### config.mk
export PLATFORM = sky130hd
export DESIGN_NAME = byte_rle_encoder_flat
export DESIGN_NICKNAME = d
export VERILOG_FILES = /design/src/rtl/core/brle_pkg.sv /design/src/rtl/core/brle_if.sv /design/src/rtl/core/byte_rle_encoder.sv /design/src/rtl/core/brle_ctrl.sv /design/src/rtl/core/brle_dp.sv /design/src/flat_wrapper.sv
export SDC_FILE = /design/constraint.sdc
export NUM_CORES = 1
export LEC_CHECK = 0
export ABC_AREA = 1
export BUFFER_PORTS_ARGS = -buffer_cell sky130_fd_sc_hd__buf_2
export CAP_MARGIN = 25
export CELL_PAD_IN_SITES_DETAIL_PLACEMENT = 0
export CELL_PAD_IN_SITES_GLOBAL_PLACEMENT = 1
export CORE_ASPECT_RATIO = 1.5
export CORE_MARGIN = 2
export CORE_UTILIZATION = 32
export CTS_BUF_LIST = sky130_fd_sc_hd__clkbuf_8
export DETAILED_ROUTE_END_ITERATION = 12
export PLACE_DENSITY = 0.56
export SYNTH_ARGS = -nofsm -noshare
export SYNTH_HDL_FRONTEND = slang
export SYNTH_SLANG_ARGS = --single-unit
### constraint.sdc
create_clock -name clk -period 2.5 [get_ports clk]
set_input_delay 0.25 -clock clk [delete_from_list [all_inputs] [get_ports clk]]
set_output_delay 0.25 -clock clk [all_outputs]
set_load 0.02 [all_outputs]
### src/rtl/core/brle_pkg.sv
// brle_pkg: shared constants and structs of the byte run-length encoder
// used by the interfaces, the controller, the datapath and the top level
// no dependencies
package brle_pkg;

  localparam int MAX_STRETCH_DEF = 127;
  // token lengths and byte indices, wide enough for the whole stretch range
  localparam int LEN_W = 7;
  localparam int BYTE_W = 8;

  typedef struct packed {
    logic              v;
    logic              is_run;
    logic [LEN_W-1:0]  len;
    logic [BYTE_W-1:0] first;
  } tok_t;

  typedef struct packed {
    logic             load;
    logic             push;
    logic             sel_b;
    logic             last_push;
    logic [LEN_W-1:0] k;
  } cmd_t;

  typedef struct packed {
    logic             a_v;
    logic             b_v;
    logic [LEN_W-1:0] a_top;
    logic [LEN_W-1:0] b_top;
    logic             ended;
    logic             can_push;
    logic             a_v_nxt;
    logic             b_v_nxt;
  } stat_t;

endpackage

### src/rtl/core/brle_if.sv
// brle_if: valid/ready channels for raw bytes in and packed words out
// depends on brle_pkg for the byte width
interface brle_in_if;
  logic                          valid;
  logic                          ready;
  logic [brle_pkg::BYTE_W-1:0]   data_byte;
  logic                          last_byte;
  modport source (output valid, data_byte, last_byte, input ready);
  modport sink (input valid, data_byte, last_byte, output ready);
endinterface

interface brle_out_if;
  logic        valid;
  logic        ready;
  logic [31:0] packed_bytes;
  logic [2:0]  byte_count;
  logic        last_word;
  modport source (output valid, packed_bytes, byte_count, last_word, input ready);
  modport sink (input valid, packed_bytes, byte_count, last_word, output ready);
endinterface

### src/rtl/core/byte_rle_encoder.sv
// byte_rle_encoder: a byte that settles no token leaves the input ready; a
// byte that settles tokens holds the input until each encoded byte (2 for a
// run, length plus 1 for a literal) has gone through the one-byte-a-cycle
// packer and literal store read port, which stalls while the output register
// is full and not taken. A word is offered in the cycle after its last push.
// Synchronous active-low reset empties the tracker, packer and output; the
// literal store is not cleared. Depends on brle_pkg, brle_if, brle_ctrl, brle_dp.
module byte_rle_encoder #(
  parameter int MAX_STRETCH = brle_pkg::MAX_STRETCH_DEF
) (
  input logic         clk,
  input logic         rst_n,
  brle_in_if.sink     in_ch,
  brle_out_if.source  out_ch
);

  brle_pkg::cmd_t  cmd;
  brle_pkg::stat_t stat;

  brle_ctrl u_ctrl (
    .clk      (clk),
    .rst_n    (rst_n),
    .in_valid (in_ch.valid),
    .in_ready (in_ch.ready),
    .stat     (stat),
    .cmd      (cmd)
  );

  brle_dp #(
    .MAX_STRETCH (MAX_STRETCH)
  ) u_dp (
    .clk          (clk),
    .rst_n        (rst_n),
    .data_byte    (in_ch.data_byte),
    .last_byte    (in_ch.last_byte),
    .cmd          (cmd),
    .stat         (stat),
    .out_valid    (out_ch.valid),
    .out_ready    (out_ch.ready),
    .packed_bytes (out_ch.packed_bytes),
    .byte_count   (out_ch.byte_count),
    .last_word    (out_ch.last_word)
  );

  // only the final word of a chunk may be partial
  a_full_words: assert property (@(posedge clk) disable iff (!rst_n)
    out_ch.valid && !out_ch.last_word |-> out_ch.byte_count == 3'd4)
    else $error("partial word before end of chunk");

  a_count_range: assert property (@(posedge clk) disable iff (!rst_n)
    out_ch.valid |-> out_ch.byte_count != 3'd0 && out_ch.byte_count <= 3'd4)
    else $error("byte count out of range");

  // a byte only enters the packer when the output register can take a word
  a_push_room: assert property (@(posedge clk) disable iff (!rst_n)
    cmd.push |-> stat.can_push)
    else $error("push while output register blocked");

  a_no_load_busy: assert property (@(posedge clk) disable iff (!rst_n)
    cmd.load |-> !cmd.push && in_ch.ready)
    else $error("transfer accepted while emitting");

endmodule

### src/rtl/core/brle_ctrl.sv
// brle_ctrl: sequencer that accepts a byte and steps the datapath through
// the bytes of up to two tokens; depends on brle_pkg
module brle_ctrl (
  input  logic            clk,
  input  logic            rst_n,
  input  logic            in_valid,
  output logic            in_ready,
  input  brle_pkg::stat_t stat,
  output brle_pkg::cmd_t  cmd
);

  localparam logic [1:0] S_IDLE = 2'd0;
  localparam logic [1:0] S_A    = 2'd1;
  localparam logic [1:0] S_B    = 2'd2;

  logic [1:0]                 state_r, state_nxt;
  logic [brle_pkg::LEN_W-1:0] k_r, k_nxt;

  always_comb begin
    cmd       = '0;
    cmd.k     = k_r;
    in_ready  = (state_r == S_IDLE);
    state_nxt = state_r;
    k_nxt     = k_r;
    unique case (state_r)
      S_IDLE: begin
        k_nxt = '0;
        if (in_valid) begin
          cmd.load = 1'b1;
          priority if (stat.a_v_nxt) state_nxt = S_A;
          else if (stat.b_v_nxt) state_nxt = S_B;
          else state_nxt = S_IDLE;
        end
      end
      S_A: begin
        cmd.sel_b     = 1'b0;
        cmd.last_push = stat.ended && !stat.b_v && (k_r == stat.a_top);
        if (stat.can_push) begin
          cmd.push = 1'b1;
          if (k_r == stat.a_top) begin
            k_nxt     = '0;
            state_nxt = stat.b_v ? S_B : S_IDLE;
          end else begin
            k_nxt = k_r + 1'b1;
          end
        end
      end
      S_B: begin
        cmd.sel_b     = 1'b1;
        cmd.last_push = stat.ended && (k_r == stat.b_top);
        if (stat.can_push) begin
          cmd.push = 1'b1;
          if (k_r == stat.b_top) begin
            k_nxt     = '0;
            state_nxt = S_IDLE;
          end else begin
            k_nxt = k_r + 1'b1;
          end
        end
      end
      default: begin
        state_nxt = S_IDLE;
        k_nxt     = '0;
      end
    endcase
  end

  always_ff @(posedge clk) begin
    if (!rst_n) begin
      state_r <= S_IDLE;
      k_r     <= '0;
    end else begin
      state_r <= state_nxt;
      k_r     <= k_nxt;
    end
  end

endmodule

### src/rtl/core/brle_dp.sv
// brle_dp: run/literal tracking, pending literal store, token byte select,
// word packer and output register; depends on brle_pkg
module brle_dp #(
  parameter int MAX_STRETCH = brle_pkg::MAX_STRETCH_DEF
) (
  input  logic                        clk,
  input  logic                        rst_n,
  input  logic [brle_pkg::BYTE_W-1:0] data_byte,
  input  logic                        last_byte,
  input  brle_pkg::cmd_t              cmd,
  output brle_pkg::stat_t             stat,
  output logic                        out_valid,
  input  logic                        out_ready,
  output logic [31:0]                 packed_bytes,
  output logic [2:0]                  byte_count,
  output logic                        last_word
);

  localparam int AW = $clog2(MAX_STRETCH + 1);
  localparam int CW = $clog2(MAX_STRETCH + 2);
  localparam int LW = brle_pkg::LEN_W;
  localparam int BW = brle_pkg::BYTE_W;

  // tracking state
  logic          lit_r, lit_nxt;
  logic [CW-1:0] cnt_r, cnt_nxt;
  logic [1:0]    tail_r, tail_nxt;
  logic [BW-1:0] last_r, last_nxt;
  logic [BW-1:0] lit0_r, lit0_nxt;
  logic          ended_r;
  brle_pkg::tok_t tok_a_r, tok_b_r, ta, tb, tok;

  logic [BW-1:0] mem [MAX_STRETCH+1];
  logic [BW-1:0] rd_q_r;

  logic [23:0]   pack_r;
  logic [1:0]    fill_r;
  logic          out_valid_r, out_last_r;
  logic [31:0]   out_data_r;
  logic [2:0]    out_cnt_r;

  logic          eq;
  logic [CW-1:0] m1;
  logic [1:0]    t1;
  logic [BW-1:0] cur;
  logic [31:0]   word;
  logic          can_push;

  // decide tokens fixed by the incoming byte
  always_comb begin
    eq       = (data_byte == last_r);
    m1       = cnt_r + CW'(1);
    t1       = eq ? (tail_r + 2'd1) : 2'd1;
    lit_nxt  = lit_r;
    cnt_nxt  = cnt_r;
    tail_nxt = tail_r;
    last_nxt = data_byte;
    lit0_nxt = lit0_r;
    ta       = '0;
    tb       = '0;
    if (!lit_r) begin
      if (cnt_r == '0) begin
        cnt_nxt = CW'(1);
      end else if (eq) begin
        if (m1 == CW'(MAX_STRETCH)) begin
          ta      = '{v: 1'b1, is_run: 1'b1, len: LW'(MAX_STRETCH), first: data_byte};
          cnt_nxt = '0;
        end else begin
          cnt_nxt = m1;
        end
      end else if (cnt_r >= CW'(2)) begin
        ta      = '{v: 1'b1, is_run: 1'b1, len: LW'(cnt_r), first: last_r};
        cnt_nxt = CW'(1);
      end else begin
        lit_nxt  = 1'b1;
        lit0_nxt = last_r;
        cnt_nxt  = CW'(2);
        tail_nxt = 2'd1;
      end
    end else begin
      if (t1 == 2'd3 && m1 <= CW'(MAX_STRETCH)) begin
        ta      = '{v: 1'b1, is_run: 1'b0, len: LW'(m1 - CW'(3)), first: lit0_r};
        lit_nxt = 1'b0;
        cnt_nxt = CW'(3);
      end else if (m1 == CW'(MAX_STRETCH + 1)) begin
        ta      = '{v: 1'b1, is_run: 1'b0, len: LW'(m1 - CW'(t1)), first: lit0_r};
        lit_nxt = 1'b0;
        if (CW'(t1) == CW'(MAX_STRETCH)) begin
          tb      = '{v: 1'b1, is_run: 1'b1, len: LW'(MAX_STRETCH), first: data_byte};
          cnt_nxt = '0;
        end else begin
          cnt_nxt = CW'(t1);
        end
      end else begin
        cnt_nxt  = m1;
        tail_nxt = t1;
      end
    end
    // end of chunk flushes what is left
    if (last_byte) begin
      if (lit_nxt) begin
        tb = '{v: 1'b1, is_run: 1'b0, len: LW'(cnt_nxt), first: lit0_nxt};
      end else if (cnt_nxt >= CW'(2)) begin
        tb = '{v: 1'b1, is_run: 1'b1, len: LW'(cnt_nxt), first: data_byte};
      end else if (cnt_nxt == CW'(1)) begin
        tb = '{v: 1'b1, is_run: 1'b0, len: LW'(1), first: data_byte};
      end
      lit_nxt = 1'b0;
      cnt_nxt = '0;
    end
  end

  always_ff @(posedge clk) begin
    if (!rst_n) begin
      lit_r   <= 1'b0;
      cnt_r   <= '0;
      tail_r  <= 2'd0;
      ended_r <= 1'b0;
      tok_a_r <= '0;
      tok_b_r <= '0;
    end else if (cmd.load) begin
      lit_r   <= lit_nxt;
      cnt_r   <= cnt_nxt;
      tail_r  <= tail_nxt;
      ended_r <= last_byte;
      tok_a_r <= ta;
      tok_b_r <= tb;
    end
  end

  always_ff @(posedge clk) begin
    if (cmd.load) begin
      last_r <= last_nxt;
      lit0_r <= lit0_nxt;
    end
  end

  // pending literal bytes, entry i holds byte i of the stretch for i from 1 up; byte 0 is held in lit0_r
  always_ff @(posedge clk) begin
    if (cmd.load) mem[cnt_r[AW-1:0]] <= data_byte;
    if (cmd.push) rd_q_r <= mem[cmd.k[AW-1:0]];
  end

  // byte k of the selected token
  always_comb begin
    tok = cmd.sel_b ? tok_b_r : tok_a_r;
    priority if (cmd.k == '0)
      cur = tok.is_run ? BW'(tok.len) : (BW'(0) - BW'(tok.len));
    else if (cmd.k == LW'(1))
      cur = tok.first;
    else
      cur = rd_q_r;
  end

  assign can_push = !out_valid_r || out_ready;
  assign word     = {8'd0, pack_r} | ({24'd0, cur} << {fill_r, 3'b000});

  always_ff @(posedge clk) begin
    if (!rst_n) begin
      pack_r      <= '0;
      fill_r      <= 2'd0;
      out_valid_r <= 1'b0;
    end else if (cmd.push) begin
      if (fill_r == 2'd3 || cmd.last_push) begin
        out_valid_r <= 1'b1;
        pack_r      <= '0;
        fill_r      <= 2'd0;
      end else begin
        if (out_ready) out_valid_r <= 1'b0;
        pack_r <= word[23:0];
        fill_r <= fill_r + 2'd1;
      end
    end else if (out_ready) begin
      out_valid_r <= 1'b0;
    end
  end

  always_ff @(posedge clk) begin
    if (cmd.push && (fill_r == 2'd3 || cmd.last_push)) begin
      out_data_r <= word;
      out_cnt_r  <= {1'b0, fill_r} + 3'd1;
      out_last_r <= cmd.last_push;
    end
  end

  always_comb begin
    stat          = '0;
    stat.a_v      = tok_a_r.v;
    stat.b_v      = tok_b_r.v;
    stat.a_top    = tok_a_r.is_run ? LW'(1) : tok_a_r.len;
    stat.b_top    = tok_b_r.is_run ? LW'(1) : tok_b_r.len;
    stat.ended    = ended_r;
    stat.can_push = can_push;
    stat.a_v_nxt  = ta.v;
    stat.b_v_nxt  = tb.v;
  end

  assign out_valid    = out_valid_r;
  assign packed_bytes = out_data_r;
  assign byte_count   = out_cnt_r;
  assign last_word    = out_last_r;

endmodule

### src/flat_wrapper.sv
// flat-port wrapper written by rule: the top's interface ports become plain ports
module byte_rle_encoder_flat 
#(
  parameter int MAX_STRETCH = brle_pkg::MAX_STRETCH_DEF
)
  (clk, rst_n, in_ch_valid, in_ch_data_byte, in_ch_last_byte, in_ch_ready, out_ch_valid, out_ch_packed_bytes, out_ch_byte_count, out_ch_last_word, out_ch_ready);
  brle_in_if in_ch_i ();
  brle_out_if out_ch_i ();
  input logic clk;
  input logic rst_n;
  input wire logic [$bits(in_ch_i.valid)-1:0] in_ch_valid;
  input wire logic [$bits(in_ch_i.data_byte)-1:0] in_ch_data_byte;
  input wire logic [$bits(in_ch_i.last_byte)-1:0] in_ch_last_byte;
  output wire logic [$bits(in_ch_i.ready)-1:0] in_ch_ready;
  output wire logic [$bits(out_ch_i.valid)-1:0] out_ch_valid;
  output wire logic [$bits(out_ch_i.packed_bytes)-1:0] out_ch_packed_bytes;
  output wire logic [$bits(out_ch_i.byte_count)-1:0] out_ch_byte_count;
  output wire logic [$bits(out_ch_i.last_word)-1:0] out_ch_last_word;
  input wire logic [$bits(out_ch_i.ready)-1:0] out_ch_ready;
  assign in_ch_i.valid = in_ch_valid;
  assign in_ch_i.data_byte = in_ch_data_byte;
  assign in_ch_i.last_byte = in_ch_last_byte;
  assign in_ch_ready = in_ch_i.ready;
  assign out_ch_valid = out_ch_i.valid;
  assign out_ch_packed_bytes = out_ch_i.packed_bytes;
  assign out_ch_byte_count = out_ch_i.byte_count;
  assign out_ch_last_word = out_ch_i.last_word;
  assign out_ch_i.ready = out_ch_ready;
  byte_rle_encoder #(.MAX_STRETCH(MAX_STRETCH)) u_core (.clk(clk), .rst_n(rst_n), .in_ch(in_ch_i), .out_ch(out_ch_i));
endmodule
* Word level (Yosys, flattened, before mapping) *
Memories as Yosys holds them, arrays and structs flattened. A register that Yosys moved wholly into a read port is not among the register bits.
Index checks and enable logic that the tools add are counted.

operators by class
  shift operators = 1
  equal/unequal tests = 21
  bitwise logic cells = 1
  reductions and logical operators = 15
  order comparisons = 3
  mux-type cells = 68
  add/subtract/negate cells = 8

operator list
  kind                 count
  $mux 17              11
  $mux 8               14
  $mux 7               6
  $mux 2               17
  $or 24x32->32        1
  $shl 8x5->32         1
  $mux 24              1
  $ne 2x2->1 const B   10
  $ge 8x2->1 const B   2
  $mux 16              1
  $mux 1               15
  $eq 7x7->1           2
  $pmux 7 s2           1
  $add 8x1->8 const B  1
  $eq 8x1->1 const B   1
  $eq 8x7->1 const B   1
  $eq 8x8->1           1
  $eq 8x8->1 const B   1
  $le 8x7->1 const B   1
  $logic_not 8->1      1
  $sub 1x7->8 const A  1
  $add 7x1->7 const B  1
  $eq 7x1->1 const B   1
  $logic_not 7->1      1
  other kinds (15)     24

word-level totals
  bits in registers = 133
  word-level logic and storage cells = 139
  input bits = 13
  output and inout port bits = 38
  RAM bits = 1024
  memories kept = 1

memory list
  memory           depth  bits a word  read ports  clocked after memory_dff  wr ports  RTL line       source
  u_core.u_dp.mem  128    8            1           1                         1         brle_dp.sv:33  logic [BW-1:0] mem [MAX_STRETCH+1];

* Depth between registers and ports, before layout *
  depth in word-level cells = 15
  mapped depth = 19
  gate-level depth less buffers = 18

* By module *
Synthesis repeated with hierarchy kept, for this count alone.

second synthesis, totals
  cell total of the unflattened synthesis = 3916
  area, all modules = 48347.6 um^2

modules (own cells, without submodules)
  module     sequential area each (um^2)  instances  area an instance (um^2)  cells an instance
  brle_dp    34012.6                      1          47470.5                  3776
  brle_ctrl  180.2                        1          877.1                    140

* Worst setup path before layout *
OpenSTA, ideal clock, no wires.

  path kind = flip-flop to flip-flop
  from = register u_core.u_ctrl.k_r[0] (netlist name)
  to = register u_core.u_dp.out_cnt_r[0] (netlist: u_core.u_dp.byte_count[0]) (enable)
  data required time = 2.109 ns
  period minus slack after synthesis = 2.669 ns
  buffers on the path = 1
  stages on the path, launching flop included = 11
  setup time = 0.391 ns
  path slack = -0.169 ns
  data arrival time = 2.278 ns
  path through = dfxtp_1 -> buf_4 -> inv_1 -> xor2_1 -> nor4_1 -> nand3_1 -> o21ai_1 -> nand3_1 -> nand2_1 -> nand2_2 -> inv_1

between the ends
  word-level cells in the longest chain between the ends = 5
  elaborated cells on any way between the ends = 7
  those cells by class = eq/ne (2); mux (1); reduce/logical (4)

ends and longest elaborated chain
  item                                         RTL line                          source
  start, declared                              brle_ctrl.sv:17                   logic [brle_pkg::LEN_W-1:0] k_r, k_nxt;
  start signal, assigned                       brle_ctrl.sv:74                   k_r <= k_nxt;
  $eq 7x7->1, on equally long branches         brle_ctrl.sv:50, brle_ctrl.sv:37
  $logic_and 1x1->1, on equally long branches  brle_ctrl.sv:50, brle_ctrl.sv:37
  $pmux 3 s2 *                                 brle_ctrl.sv:25                   unique case (state_r)
  $logic_or 1x1->1 *                           brle_dp.sv:179                    if (cmd.push && (fill_r == 2'd3 || cmd.last_push)) begin
  $logic_and 1x1->1 *                          brle_dp.sv:179
  end signal, assigned                         brle_dp.sv:181                    out_cnt_r <= {1'b0, fill_r} + 3'd1;
  end, declared                                brle_dp.sv:40                     logic [2:0] out_cnt_r;

Mark *: on every way between the ends. The rest lies on a longest branch, timed or not.
A chain may end at the register's enable or synchronous reset.

==> metrics.md <==
| Metric | Value |
|---|---|
| Status | `completed` |
| Most frequently used flop master after synthesis | `edfxtp_1` |
| Tcrit/Tclk final | `0.978` |
| Worst Reg-to-Reg Cells | `11` |
| Largest net degree at the start of global routing | `105` |
| Count leader, synth | `edfxtp_1` |
| Max Freq | `409 MHz` |
| Reg-to-Reg End | `u_core.u_dp.rd_q_r[1]$_DFFE_PP_` |
| DRT antenna net count | `0` |
| Worst VDD drop | `0.000594 V` |
| Worst-Skew Late Latency | `0.89 ns` |
| Clk_skew | `0.0623 ns` |
| Unique masters post-synth | `50` |
| Adder-cell share of the synthesized area | `0.00514` |
| Post-synth top area cell | `edfxtp_1` |
| Fraction of layout cells with a size suffix above 1 | `0.196` |
| Leak pwr | `20.1 nW` |
| Grt ovf | `0` |
| Mean routed wirelength per cell | `23.7 um` |
| Num CTS Buffers | `175` |
| Post-Layout Cell Count | `6,525` |
| Top post-synthesis cells by area | `edfxtp_1 (68%), nor2_1 (6.0%), o21ai_0 (6.0%), dfxtp_1 (3.4%), nand2_1 (2.9%)` |
| Layout Area Growth over Synthesis | `20.6%` |
| Register area | `34,200 um^2` |
| Setup violators final | `0` |
| Gate Count Post-Synth | `3,998` |
| Die height | `477 um` |
| Flops & latches, synth | `1,165` |
| DP HPWL | `98.3 mm` |
| Die Wd | `319 um` |
| CTS tree | `done` |
| Drt pass-1 iters | `5` |
| Row count | `173` |
| First-pass GRT wire length | `224 mm` |
| CTS root buffer | `clkbuf_8` |
| Critical path fanouts, max | `41` |
| Tot Pwr | `42.3 mW` |
| Origin of the critical flop-to-flop path | `u_core.u_ctrl.k_r[0]$_SDFFE_PN0P_` |
| Final TNS setup | `0 ns` |
| WP data arrival | `3.08 ns` |
| Syn avg cell area | `11.9 um^2` |
| Synth Warn # | `0` |
| Slew of the pin with the lowest slew margin | `0.923 ns` |
| Relative slew slack | `0.385` |
| DR vias/cell | `5.07` |
| Fraction of registers with async set/reset | `0` |
| Worst R2R Setup Slack | `0.06 ns` |
| Dpl cells | `6,174` |
| Multiplexer area fraction after synthesis | `0.000419` |
| FILL cells | `14.4k` |
| Number of global-route vias before repair | `33.1k` |
| Core area | `148,000 um^2` |
| Buffers on Ports | `50` |
| Setup crit start kind | `register` |
| Main combinational cell family by area after synthesis | `compound AO/OA/AOI/OAI gates` |
| Die ar. | `152,000 um^2` |
| CP required | `3.14 ns` |
| H-tree depth | `4` |
| Area of placed instances | `53,500 um^2` |
| Clock transition at path regs | `0.06 ns` |
| WHS | `0.193 ns` |
| Worst hold path type | `input port to register` |
| Synth Net Count | `4,030` |
| Post-route DRC | `0` |
| Endpoints failing hold | `0` |
| Hold Path Cell Cnt | `2` |
| GRT Resource Usage Total | `0.199` |
| Synth cell count leaders | `edfxtp_1 (1,084), nor2_1 (762), o21ai_0 (571)` |
| RSZ-0062 raised after global routing | `true` |
| # clock sinks | `1,165` |
| Xor/xnor share of the synthesized area | `0.00404` |
| CP Class | `register to register` |
| Max-slew violations | `0` |
| EDFF count, synth | `1,084` |
| Crit path capture type | `register` |
| Initial antenna violation count | `6` |
| Synthesized area | `47,700 um^2` |
| Final GP Congestion | `0.841` |
| Final nets | `4,484` |
| IO Count | `51` |
| Tmin final | `2.44 ns` |
| Initial DRC Count | `2,433` |
| Post-synthesis sequential area ratio | `0.716` |
| Area taken by multi-input logic gates | `12,300 um^2` |
| Synth Area in Compound Gates | `0.121` |
| Simple-gate area share of the yosys netlist | `0.119` |
| Initial Utilization | `0.322` |
| DRT Wirelength | `155 mm` |
| Worst hold endpoint | `u_core.u_dp.last_r[0]$_DFFE_PP_` |
| Clock buffer depth | `3` |
| Yosys top cell area share | `0.682` |
| PwrDens | `736 nW/um^2` |
| Final std cell area, no fill | `57,600 um^2` |
| Via count | `33.1k` |
| Max cap viols | `0` |
| Min-delay src | `in_ch_data_byte[0]` |
metrics by stage:
step | util | setup slack, ns
floorplan | - | 0.0138
global placement | 0.362 | -0.302
detailed placement | 0.362 | -0.281
CTS | 0.386 | -0.125
global route | 0.389 | -0.123
finish | 0.389 | 0.0561
per-layer routing:
metal	share of wire	GRT usage	up-vias
met3	0.038	0.0276	248
li1	-	-	15500
met2	0.52	0.364	777
met4	0.038	0.0774	0
met5	0	0	-
met1	0.40	0.235	16600
worst max-delay path by stage:
stage                                      start                                     to  depth (start not counted)
2_1_floorplan  u_core.u_ctrl.k_r[0]$_SDFFE_PN0P_  u_core.u_dp.packed_bytes[2]$_DFFE_PP_                         16
3_3_place_gp                  in_ch_data_byte[6]   u_core.u_dp.tok_a_r[11]$_SDFFE_PN0P_                         16
3_5_place_dp                  in_ch_data_byte[6]   u_core.u_dp.tok_a_r[12]$_SDFFE_PN0P_                         18
4_1_cts          u_core.u_dp.last_r[7]$_DFFE_PP_   u_core.u_dp.tok_a_r[12]$_SDFFE_PN0P_                         16
5_1_grt          u_core.u_dp.last_r[7]$_DFFE_PP_   u_core.u_dp.tok_a_r[12]$_SDFFE_PN0P_                         16
6_report       u_core.u_ctrl.k_r[0]$_SDFFE_PN0P_        u_core.u_dp.rd_q_r[1]$_DFFE_PP_                         11
repair_timing:
item / in CTS / in global routing
resized for setup: 15 / 108
cloned: 1 / 0
buffers inserted: 4 / 8
pin swaps: 3 / 40
setup endpoints to repair: 53 / 89
hold buffers: 12 / 0
endpoints found under the hold margin: 169 / 0
flip-flops by register name, indices dropped and copies added, names as in the netlist, 2 cells and up:
name and count:
u_core.u_ctrl.k_r 7, u_core.u_ctrl.state_r 2, u_core.u_dp.byte_count 3, u_core.u_dp.cnt_r 8, u_core.u_dp.fill_r 2, u_core.u_dp.last_r 8
u_core.u_dp.lit0_r 8, u_core.u_dp.mem 1024, u_core.u_dp.pack_r 24, u_core.u_dp.packed_bytes 32, u_core.u_dp.rd_q_r 8, u_core.u_dp.tail_r 2
u_core.u_dp.tok_a_r 16, u_core.u_dp.tok_b_r 16
worst max-delay path: stages, from the launching register on:
cell and delay [ns]:
dfxtp_4 0.38, buf_12 0.14, buf_12 0.15, buf_12 0.20, o21ai_0 0.17, o22ai_1 0.10, o211ai_1 0.36, nand4_1 0.23
nand3_1 0.12, nand2_1 0.06, nand2_1 0.15, nand3_1 0.10
logic make-up after synthesis:
kind of cell	after synthesis
XOR/XNOR	22
flip-flops	1165
multiplexers	2
AO/OA/AOI/OAI	1003
AND/OR/NAND/NOR	1373
buffers and inverters	414
adder cells (fa/ha/maj)	19
final cells by class:
type / instances / share of cell area
antenna: 1 / 0.0000435
sequential: 1165 / 0.594
clock inverter: 141 / 0.0145
inverter: 153 / 0.0103
tap: 1925 / 0.0418
timing repair buffer: 537 / 0.0812
multi-input combinational: 2420 / 0.214
clock buffer: 183 / 0.0438
layout by cell type, fill, tap and decap left out, types with 32 or more instances in the layout:
master / synthesis / routed
nand2_1: 368 / 348
o21ai_0: 571 / 561
a21oi_1: 90 / 86
nand2_2: 13 / 32
edfxtp_1: 1084 / 1084
dfxtp_1: 81 / 71
clkinv_1: 0 / 40
o211ai_1: 43 / 43
clkbuf_8: 0 / 183
o221ai_1: 96 / 95
buf_12: 0 / 53
inv_1: 143 / 194
nor2_1: 762 / 740
buf_2: 44 / 42
buf_4: 6 / 421
o22ai_1: 174 / 173
nand3_1: 127 / 120
nand4_1: 61 / 61
power by group:
| group | leakage [nW] | total, mW | internal, mW | switching [mW] |
|---|---|---|---|---|
| Clock | 1.93 | 15.3 | 7.57 | 7.73 |
| Combinational | 7.70 | 5.18 | 1.77 | 3.42 |
| Sequential | 10.4 | 21.9 | 21.7 | 0.177 |
| Total | 20.1 | 42.3 | 31.0 | 11.3 |
No activity file was read; power rests on OpenSTA's default activity.
